==> config.mk <==
export PLATFORM = sky130hd
export DESIGN_NAME = pklim_regs
export DESIGN_NICKNAME = d
export VERILOG_FILES = /design/src/hdl/pklim_pkg.sv /design/src/hdl/pklim_regs.sv
export SDC_FILE = /design/constraint.sdc
export NUM_CORES = 1
export LEC_CHECK = 0
export BUFFER_PORTS_ARGS = -buffer_cell sky130_fd_sc_hd__buf_2
export CAP_MARGIN = 20
export CORE_ASPECT_RATIO = 0.8
export CORE_UTILIZATION = 50
export DETAILED_ROUTE_END_ITERATION = 12
export PLACE_DENSITY = 0.89
export SYNTH_ARGS = -nofsm -noshare
export SYNTH_HDL_FRONTEND = slang
export SYNTH_SLANG_ARGS = --single-unit
==> constraint.sdc <==
create_clock -name i_clk -period 2 [get_ports i_clk]
set_clock_uncertainty 0.15 [all_clocks]
set_input_delay 0.1 -clock i_clk [delete_from_list [all_inputs] [get_ports i_clk]]
set_output_delay 0.1 -clock i_clk [all_outputs]
set_load 0.02 [all_outputs]
==> src/hdl/pklim_pkg.sv <==
// Shared types and constants for the per-key token bucket limiter.
// Holds the item structs, the table entry layout and the register codes.
// No dependencies.
package pklim_pkg;

    // Table geometry default
    localparam int ENTRIES_DEFAULT = 64;

    // Register map (index = paddr[3:2])
    localparam int          PADDR_W      = 4;
    localparam logic [1:0]  REG_CAPACITY = 2'd0;
    localparam logic [1:0]  REG_RATE     = 2'd1;
    localparam logic [1:0]  REG_TIMEOUT  = 2'd2;

    // Register reset values
    localparam logic [15:0] CAPACITY_RESET = 16'd10;
    localparam logic [31:0] RATE_RESET     = 32'd66;
    localparam logic [31:0] TIMEOUT_RESET  = 32'd60000;

    // Result status codes
    localparam logic [1:0]  ST_GRANTED    = 2'd0;
    localparam logic [1:0]  ST_LOW_TOKENS = 2'd1;
    localparam logic [1:0]  ST_TABLE_FULL = 2'd2;
    localparam logic [1:0]  ST_SWEEP_DONE = 2'd3;

    // Item modes
    localparam logic        MODE_REQUEST  = 1'b0;
    localparam logic        MODE_SWEEP    = 1'b1;

    // Saturation point of the removal counter
    localparam logic [6:0]  REMOVED_MAX   = 7'h7F;

    typedef struct packed {
        logic        mode;
        logic [31:0] client_ip;
        logic [15:0] consume_amount;
        logic [31:0] now_ms;
    } t_in_item;

    typedef struct packed {
        logic        allowed;
        logic [1:0]  status;
        logic [6:0]  removed_count;
        logic [15:0] tokens_left;
    } t_out_item;

    // One bucket table word
    typedef struct packed {
        logic        valid;
        logic [31:0] address;
        logic [31:0] tokens;
        logic [31:0] last_ms;
    } t_entry;

    // Configuration register bank
    typedef struct packed {
        logic [15:0] capacity;
        logic [31:0] rate;
        logic [31:0] timeout;
    } t_cfg;

    // Outcome of one bucket update
    typedef struct packed {
        logic        allowed;
        logic [31:0] tokens;
    } t_bucket_res;

endpackage

==> src/hdl/pklim_regs.sv <==
// APB-style configuration registers: capacity, refill rate, idle timeout.
// Depends on pklim_pkg for the register map and reset values.
module pklim_regs (
    input  logic                          i_clk,
    input  logic                          i_rst_n,
    input  logic                          psel,
    input  logic                          penable,
    input  logic                          pwrite,
    input  logic [pklim_pkg::PADDR_W-1:0] paddr,
    input  logic [31:0]                   pwdata,
    output logic [31:0]                   prdata,
    output logic                          pready,
    output pklim_pkg::t_cfg               o_cfg
);

    pklim_pkg::t_cfg r_cfg;
    logic [1:0]      reg_idx;
    logic            wr_en;

    assign reg_idx = paddr[3:2];
    assign wr_en   = psel & penable & pwrite;
    assign pready  = 1'b1;

    // Take register writes in the access phase
    always_ff @(posedge i_clk) begin
        if (!i_rst_n) begin
            r_cfg.capacity <= pklim_pkg::CAPACITY_RESET;
            r_cfg.rate     <= pklim_pkg::RATE_RESET;
            r_cfg.timeout  <= pklim_pkg::TIMEOUT_RESET;
        end else if (wr_en) begin
            unique case (reg_idx)
                pklim_pkg::REG_CAPACITY: r_cfg.capacity <= pwdata[15:0];
                pklim_pkg::REG_RATE:     r_cfg.rate     <= pwdata;
                pklim_pkg::REG_TIMEOUT:  r_cfg.timeout  <= pwdata;
                default: ;
            endcase
        end
    end

    // Read back
    always_comb begin
        unique case (reg_idx)
            pklim_pkg::REG_CAPACITY: prdata = {16'd0, r_cfg.capacity};
            pklim_pkg::REG_RATE:     prdata = r_cfg.rate;
            pklim_pkg::REG_TIMEOUT:  prdata = r_cfg.timeout;
            default:                 prdata = 32'd0;
        endcase
    end

    assign o_cfg = r_cfg;

endmodule

==> impl_metrics.tcl <==
set metrics [dict create \
    status "finished clean" \
    cts_tree "yes" \
    cts_resized 0 \
    cp_cell_sequence "buf_2 > buf_4 > nor2b_2 > buf_4 > nand2_1 > o21ai_0 > buf_2" \
    antenna_found_initial 0 \
    fmax_ghz 0.620 \
    place.gp.congestion 0.793 \
    min_period_over_period 0.806 \
    drcViolationCount 0 \
    r2r-end "o_cfg[11]" \
    crit_slowest_cell "buf_4" \
    rrSetupSlack_ns 1.14 \
    path_max_fanout 22 \
    ctsHoldBuffers 32 \
    drv_slew 0 \
    r2r_cells 2 \
    syn_avg_cell_area_sq_um 9.38 \
    drtPass1Iterations 4 \
    p_leak_nw 2.55 \
    power_density_nw_per_um2 692 \
    synth-main-ff-cell "dfxtp_1" \
    routedWlPerCell_microns 14.9 \
    syn_nets 430 \
    io_buffers 150 \
    ant_nets 0 \
    drive_above_1_share 0.337 \
    ys_ff_latch 80 \
    final.min_clock_period_ns 1.61 \
    rr_startpoint "o_cfg[11]" \
    syn_to_final_growth_pct 35.8 \
    htree_num_levels 3 \
    nets 600 \
    synth-edff-count 0 \
    fillerInstances 539 \
    clock_latency_ns 0.35 \
    crit_buf_inv 4 \
    largest_reg_flops 80 \
    critPathKind "in -> out" \
    diodes 0 \
    rsz0062_at_grt "no" \
    io_pins 154 \
    cts.reportedPaths.clkPinSlew_ns 0.07 \
    cts.sinks 80 \
    slowest_delay_ns 0.28 \
    hpwlAfterDp_mm 6.28 \
    viasPerCell 5.18 \
    grt.overflow.total 0 \
    drtIter0Drc 93 \
    final.setup.tns_ns 0 \
    synth.distinct_cells 24 \
    endpoint "prdata[12]" \
    yosysWarnings 0 \
    vias 3371 \
    startpoint "paddr[3]" \
    grt_pass1_wl_mm 15.6 \
    cts_buffers 9 \
    critPathRequiredTime_ns 1.75 \
    die-width_microns 97.5 \
    synthTopCellsByArea "dfxtp_1 (44%), mux2i_1 (24%), nand2_1 (12%)" \
    min-delay-path-class "in -> reg" \
    clockBufferDepth 2 \
    worst_pin_slew_ns 0.806 \
    cts_root_buf "clkbuf_8" \
    die_area_sq_um 7650 \
    slew_headroom 0.460 \
    arrival_ns 1.36 \
    row_count 27 \
    critPathLaunchType "input port" \
    netlist_instances 389 \
    ir_worst_vdd_v 0.000362 \
    cp_top_family "buffers and inverters" \
    crit_cells 7 \
    synth.yosys.seq_area_share 0.439 \
    critPathCaptureType "output port" \
    final-hold-violation-count 0 \
    final_core_util 0.712 \
    post-cts-setup-buffers 0 \
    initial_utilization 0.524 \
    grt_usage 0.256 \
    synth-async-reset-ratio 0 \
    grt_pass1_vias 3282 \
    synth.largest_area_cell "dfxtp_1" \
    max_cap_violations 0 \
    setup_viol 0 \
    synth_top_area_share 0.439 \
    core_area_sq_um 6960 \
    dieHeight_microns 78.4 \
    synthesis.area_sq_um 3650 \
    routed_wl_mm 9.70 \
    grt_start_max_net_pins 65 \
]
kinds of logic (layout without fill, tap and decap cells):
family                 count (synthesis)  count (layout)  share of synthesized area
AO/OA/AOI/OAI                         50              50                      0.101
buffers and inverters                 41             216                     0.0696
flip-flops                            80              80                      0.439
multiplexers                          87              87                      0.239
other                                  1               1                    0.00103
AND/OR/NAND/NOR                      130             130                      0.151
stage by stage:
stage	worst slack, ns	std cells	cell area, sq um	power [W]	hold WS, ns
4_1_cts	0.0603	651	4950	0.00346	0.0255
6_report	0.387	651	4960	0.00343	0.0314
2_1_floorplan	0.724	389	3650	0.00188	0.0888
3_5_place_dp	0.0276	603	4390	0.00200	0.230
3_3_place_gp	0.241	603	4390	0.00199	0.209
5_1_grt	0.274	651	4960	0.00357	0.0354
final cells by class:
| type | count | area [sq um] | area share |
|---|---|---|---|
| timing repair buffer | 192 | 1170 | 0.237 |
| inverter | 8 | 30.0 | 0.00606 |
| clock buffer | 10 | 128 | 0.0257 |
| tap | 87 | 109 | 0.0220 |
| multi-input combinational | 268 | 1800 | 0.363 |
| sequential | 80 | 1600 | 0.323 |
| clock inverter | 6 | 116 | 0.0235 |
layout by cell type (no fill, tap or decap), types with 7 or more instances in the layout:
cell	instances
buf_2	149
clkbuf_8	9
nand2_1	117
a22o_1	16
o211ai_2	7
mux2i_1	87
dfxtp_1	80
o21ai_0	24
inv_1	8
buf_4	9
dlygate4sd3_1	32
metal layers:
metal	wire length (microns)	global-route usage	vias to the layer above
met5	0	0	-
met1	4190	0.300	1586
li1	-	-	1650
met2	4890	0.466	126
met4	78	0.0618	0
met3	545	0.0686	9
Yosys cell counts, types with 4 or more instances:
cell type	n
a22o_1	16
buf_2	9
buf_4	4
buf_6	4
clkbuf_1	13
dfxtp_1	80
inv_1	8
mux2i_1	87
nand2_1	117
nor2b_1	5
o211ai_2	7
o21ai_0	24
power breakdown:
part / total, W / switching [W] / leakage, nW / internal (W)
combinational: 0.000379 / 0.000220 / 1.78 / 0.000159
clock: 0.00142 / 0.000581 / 0.121 / 0.000839
sequential: 0.00163 / 0.0000182 / 0.646 / 0.00161
total: 0.00343 / 0.000819 / 2.55 / 0.00261
how the worst min path moves through the flow:
stage | from | to | slack (ns) | depth (start not counted)
floorplan | pwdata[1] | o_cfg[1] | 0.09 | 2
global placement | pwdata[1] | o_cfg[1] | 0.21 | 3
detailed placement | pwdata[1] | o_cfg[1] | 0.23 | 3
CTS | i_rst_n | o_cfg[5] | 0.03 | 3
global route | i_rst_n | o_cfg[5] | 0.04 | 3
finish | i_rst_n | o_cfg[6] | 0.03 | 3
worst register-to-register path: cells and delay by family (launching register included):
kind           cells  cell delay (ns)
AO/OA/AOI/OAI      2             0.22
flip-flops         1             0.36
(Power assumes the default switching activity.)
