--- config.mk ---
export PLATFORM = sky130hd
export DESIGN_NAME = pklim_bucket
export DESIGN_NICKNAME = d
export VERILOG_FILES = /design/src/hdl/pklim_pkg.sv /design/src/hdl/pklim_bucket.sv
export SDC_FILE = /design/constraint.sdc
export NUM_CORES = 2
export LEC_CHECK = 0
export ABC_AREA = 1
export BUFFER_PORTS_ARGS = -buffer_cell sky130_fd_sc_hd__buf_2
export CORE_UTILIZATION = 30
export CTS_CLUSTER_DIAMETER = 150
export DETAILED_ROUTE_END_ITERATION = 7
export GPL_TIMING_DRIVEN = 0
export HOLD_SLACK_MARGIN = 0.05
export PLACE_DENSITY_LB_ADDON = 0.3
export REMOVE_ABC_BUFFERS = 1
export SYNTH_ARGS = -nofsm -noshare
export SYNTH_HDL_FRONTEND = slang
export SYNTH_SLANG_ARGS = --single-unit
--- constraint.sdc ---
create_clock -name i_clk -period 8.3 [get_ports i_clk]
set_input_delay 1.245 -clock i_clk [delete_from_list [all_inputs] [get_ports i_clk]]
set_output_delay 1.245 -clock i_clk [all_outputs]
set_load 0.02 [all_outputs]
--- src/hdl/pklim_pkg.sv ---
// Shared types and constants for the per-key token bucket limiter.
// Holds the item structs, the table entry layout and the register codes.
// No dependencies.
package pklim_pkg;

    // Table geometry default
    localparam int ENTRIES_DEFAULT = 64;

    // Register map (index = paddr[3:2])
    localparam int          PADDR_W      = 4;
    localparam logic [1:0]  REG_CAPACITY = 2'd0;
    localparam logic [1:0]  REG_RATE     = 2'd1;
    localparam logic [1:0]  REG_TIMEOUT  = 2'd2;

    // Register reset values
    localparam logic [15:0] CAPACITY_RESET = 16'd10;
    localparam logic [31:0] RATE_RESET     = 32'd66;
    localparam logic [31:0] TIMEOUT_RESET  = 32'd60000;

    // Result status codes
    localparam logic [1:0]  ST_GRANTED    = 2'd0;
    localparam logic [1:0]  ST_LOW_TOKENS = 2'd1;
    localparam logic [1:0]  ST_TABLE_FULL = 2'd2;
    localparam logic [1:0]  ST_SWEEP_DONE = 2'd3;

    // Item modes
    localparam logic        MODE_REQUEST  = 1'b0;
    localparam logic        MODE_SWEEP    = 1'b1;

    // Saturation point of the removal counter
    localparam logic [6:0]  REMOVED_MAX   = 7'h7F;

    typedef struct packed {
        logic        mode;
        logic [31:0] client_ip;
        logic [15:0] consume_amount;
        logic [31:0] now_ms;
    } t_in_item;

    typedef struct packed {
        logic        allowed;
        logic [1:0]  status;
        logic [6:0]  removed_count;
        logic [15:0] tokens_left;
    } t_out_item;

    // One bucket table word
    typedef struct packed {
        logic        valid;
        logic [31:0] address;
        logic [31:0] tokens;
        logic [31:0] last_ms;
    } t_entry;

    // Configuration register bank
    typedef struct packed {
        logic [15:0] capacity;
        logic [31:0] rate;
        logic [31:0] timeout;
    } t_cfg;

    // Outcome of one bucket update
    typedef struct packed {
        logic        allowed;
        logic [31:0] tokens;
    } t_bucket_res;

endpackage

--- src/hdl/pklim_bucket.sv ---
// Three-stage bucket update: refill product, saturating refill, consume.
// Depends on pklim_pkg for the result struct.
module pklim_bucket (
    input  logic                   i_clk,
    input  logic                   i_rst_n,
    input  logic                   i_start,
    input  logic [31:0]            i_tokens,
    input  logic [31:0]            i_elapsed,
    input  logic [31:0]            i_rate,
    input  logic [31:0]            i_cap_q,
    input  logic [15:0]            i_amount,
    output logic                   o_done,
    output pklim_pkg::t_bucket_res o_res
);

    // Stage 1 registers
    logic        r1_valid;
    logic [63:0] r1_prod;
    logic        r1_nz;
    logic [31:0] r1_tok;
    logic [31:0] r1_cap;
    logic [31:0] r1_need;
    // Stage 2 registers
    logic        r2_valid;
    logic [31:0] r2_tok;
    logic [31:0] r2_need;
    // Stage 3 registers
    logic                   r3_valid;
    pklim_pkg::t_bucket_res r3_res;

    logic [64:0] sum;
    logic [31:0] n_tok2;

    // Saturating refill
    always_comb begin
        sum = {33'd0, r1_tok} + {1'b0, r1_prod};
        if (!r1_nz) begin
            n_tok2 = r1_tok;
        end else if (sum > {33'd0, r1_cap}) begin
            n_tok2 = r1_cap;
        end else begin
            n_tok2 = sum[31:0];
        end
    end

    // Advance the stage valids
    always_ff @(posedge i_clk) begin
        if (!i_rst_n) begin
            r1_valid <= 1'b0;
            r2_valid <= 1'b0;
            r3_valid <= 1'b0;
        end else begin
            r1_valid <= i_start;
            r2_valid <= r1_valid;
            r3_valid <= r2_valid;
        end
    end

    // Datapath
    always_ff @(posedge i_clk) begin
        r1_prod <= {32'd0, i_elapsed} * {32'd0, i_rate};
        r1_nz   <= (i_elapsed != 32'd0);
        r1_tok  <= i_tokens;
        r1_cap  <= i_cap_q;
        r1_need <= {i_amount, 16'd0};

        r2_tok  <= n_tok2;
        r2_need <= r1_need;

        if (r2_tok >= r2_need) begin
            r3_res.allowed <= 1'b1;
            r3_res.tokens  <= r2_tok - r2_need;
        end else begin
            r3_res.allowed <= 1'b0;
            r3_res.tokens  <= r2_tok;
        end
    end

    assign o_done = r3_valid;
    assign o_res  = r3_res;

endmodule

==> results.md <==
- Top-level I/O count: 181
- Fmax: 0.124 GHz
- Total CTS buffers: 24
- Hold path depth: 0
- Final Net Count: 7408
- Crit Reg-Reg Startpoint: r1_tok[0]
- Initial detailed-routing violation count: 1885
- Critical Path Start: i_elapsed[30]
- Reg-to-Reg End: r2_tok[30]
- 1st-pass router iterations: 5
- Largest net degree at the start of global routing: 34
- Via Count: 36000
- Starting Density: 30.2%
- RSZ-0062 raised after global routing: false
- CP Class: input pin to register
- Dpl hpwl: 111000 um
- Skew-Pair Late Insertion Delay: 0.55 ns
- Slew Viols, Final: 0
- Arrival time worst endpoint: 8.50 ns
- Setup Viol. Count Final: 0
- Final Hold Fails: 0
- Final Wtd Congestion: 0.939
- Slew at the pin closest to its max-slew limit: 1.32 ns
- Final ANT Viol Nets: 0
- Synthesis-to-layout area growth: 7.52%
- Max_cap viols: 0
- FF-to-FF path depth: 22
- Grt ovf: 0
- Row count: 143
- Global-route wire length before repair: 217000 um
- Type of the worst min-delay path: register to register
- DR WL/cell: 16.7 um
- Hold Worst Slack: 0.328 ns
- Outcome: finished clean
- Crit share post-route: 97.0%
- Startpoint types: input pin
- H-tree depth: 1
- Critical Path RT: 8.75 ns
- Synth Cell Area: 0.0459 mm2
- Total Routed Length: 134000 um
- I/O Buffers: 180
- Final worst path period need: 8.05 ns
- Total GRT Usage: 17.8%
- FF-to-FF setup slack: 3.30 ns
- Postcts setup bufs: 0
- Crit path capture: r1_prod[56]
- Syn Area/Cell: 7.58 um2
- Yosys reg bits: 229
- Worst Path Max Fanout: 33
- Die Wd: 393 um
- Drt drc: 0
- Clock Skew: 0.0153 ns
- Core area: 0.152 mm2
- Full die area: 0.155 mm2
- Number of global-route vias before repair: 39400
- Proportion of layout cells with a drive suffix above 1: 5.13%
- Number of synthesis warnings: 0
- Cts hold-fix bufs: 0
- Gate Count Post-Synth: 6056
- Relative slew slack: 12.1%
- CTS Sinks: 229
- Bufs on Longest Clock Path: 3
- Via density: 4.46
- CTS tree: yes
- Clock root cell: clkbuf_16
- Die Height: 393 um
- Endpoint class of the critical path: register
- Seq/Total Area, Yosys: 9.99%
- Library cells used by synthesis: 53
- Initial antenna violation count: 6
- Fin Setup TNS: 0 ns
- Worst-path clk slew: 0.07 ns
worst min path at each step:
| stage | from | end |
|---|---|---|
| 6_report | r1_need[22] | r2_need[22] |
| 2_1_floorplan | r1_need[16] | r2_need[16] |
| 5_1_grt | r1_need[25] | r2_need[25] |
| 3_3_place_gp | r1_need[24] | r2_need[24] |
| 3_5_place_dp | r1_need[21] | r2_need[21] |
| 4_1_cts | r1_need[20] | r2_need[20] |
through the flow:
step	worst slack (ns)	cells	area [um2]	util, %
final	0.246	8070	49300	32.5
after global routing	0.000225	8070	49300	32.5
after CTS	0.0176	8068	49200	32.4
after detailed placement	-0.590	8024	48400	31.9
after global placement	-0.579	8023	48400	31.8
after floorplan	0.977	5813	44900	-
Yosys cell counts (all sizes together):
cell	number	area, um2
nor3	26	165
a211oi	2	15.0
o21ai	58	298
a21oi	160	805
o31ai	3	27.5
nand2	1672	6320
clkinv	1	3.75
fa	898	18000
o21a	10	75.1
o211ai	6	45.0
o221ai	6	52.6
nand3	148	793
or4	1	7.51
ha	343	4290
nand3b	17	135
xor2	66	578
nor4	18	119
nand4	32	200
clkbuf	224	841
a41oi	3	26.3
a31o	5	43.8
a21boi	4	33.8
dfxtp	229	4580
o221a	1	11.3
xnor2	38	333
a221oi	1	8.76
buf	19	130
nor2	212	876
o311a	1	10.0
inv	1807	6780
a31oi	25	156
o21bai	8	60.1
or2	3	18.8
nand2b	1	6.26
a21o	7	52.6
o2111ai	1	8.76
flip-flops by register name, summed over array words and instances (netlist names):
register  flops
r2_valid      1
r2_tok       32
r1_valid      1
r1_need      16
r1_nz         1
r1_prod      64
r1_cap       32
o_res        33
r1_tok       32
o_done        1
r2_need      16
cell type report:
type                       instances  area, um2
antenna                            2       5.00
clock buffer                      28        626
clock inverter                    16        198
fill                           16200     103000
inverter                        1808       6790
multi-input combinational       3776      33600
sequential                       229       4580
tap                             2030       2540
timing repair buffer             181       1040
critical path, stage by stage:
cell	delay [ns]
buf_2	0.75
nand2_1	0.19
fa_1	0.57
inv_1	0.05
fa_1	0.42
fa_1	0.56
inv_1	0.06
fa_1	0.47
inv_1	0.05
fa_1	0.49
fa_1	0.51
fa_1	0.56
fa_1	0.43
ha_1	0.41
nand2_1	0.12
nor2_1	0.16
inv_1	0.09
nor3_1	0.37
nand3_1	0.18
nand3_1	0.24
a21o_1	0.17
nand2_1	0.06
nand2_1	0.08
xor2_1	0.21
per-layer routing:
layer	routed length, um	GRT usage [%]	vias up
li1	-	-	17200
met1	59300	22.8	17900
met2	66900	32.3	726
met3	5360	1.46	153
met4	2880	3.76	6
met5	45	0	-
logic make-up (layout without fill, tap and decap cells):
kind of cell	after synthesis	after routing	share of synthesized area, %
adder cells (fa/ha/maj)	1241	1241	48.5
buffers and inverters	2051	2033	16.9
flip-flops	229	229	9.99
AND/OR/NAND/NOR	2130	2130	18.8
XOR/XNOR	104	104	1.98
other	0	2	0
AO/OA/AOI/OAI	301	301	3.77
placed cells by master, fill, tap and decap left out, types with 19 or more instances in the layout:
cell type,synthesis,routed
o21ai_0,52,52
xnor2_1,38,38
clkbuf_4,0,24
inv_1,1794,1794
nand2_2,19,19
a31oi_1,25,25
nor2_1,190,190
ha_1,343,343
nand2_1,1653,1653
nand3_1,139,139
a21oi_1,159,158
fa_1,898,898
buf_2,8,140
nor3_1,19,19
clkbuf_16,0,24
xor2_1,66,66
nand4_1,32,32
dfxtp_1,229,229
timing repair:
item / in CTS / in global routing
gates resized for setup: 8 / 49
setup endpoints to repair: 1 / 18
pin swaps: 0 / 0
Power is left out: the tool's default activity adds up to more than one toggle a clock period on the data nets, which glitch-free logic cannot reach.
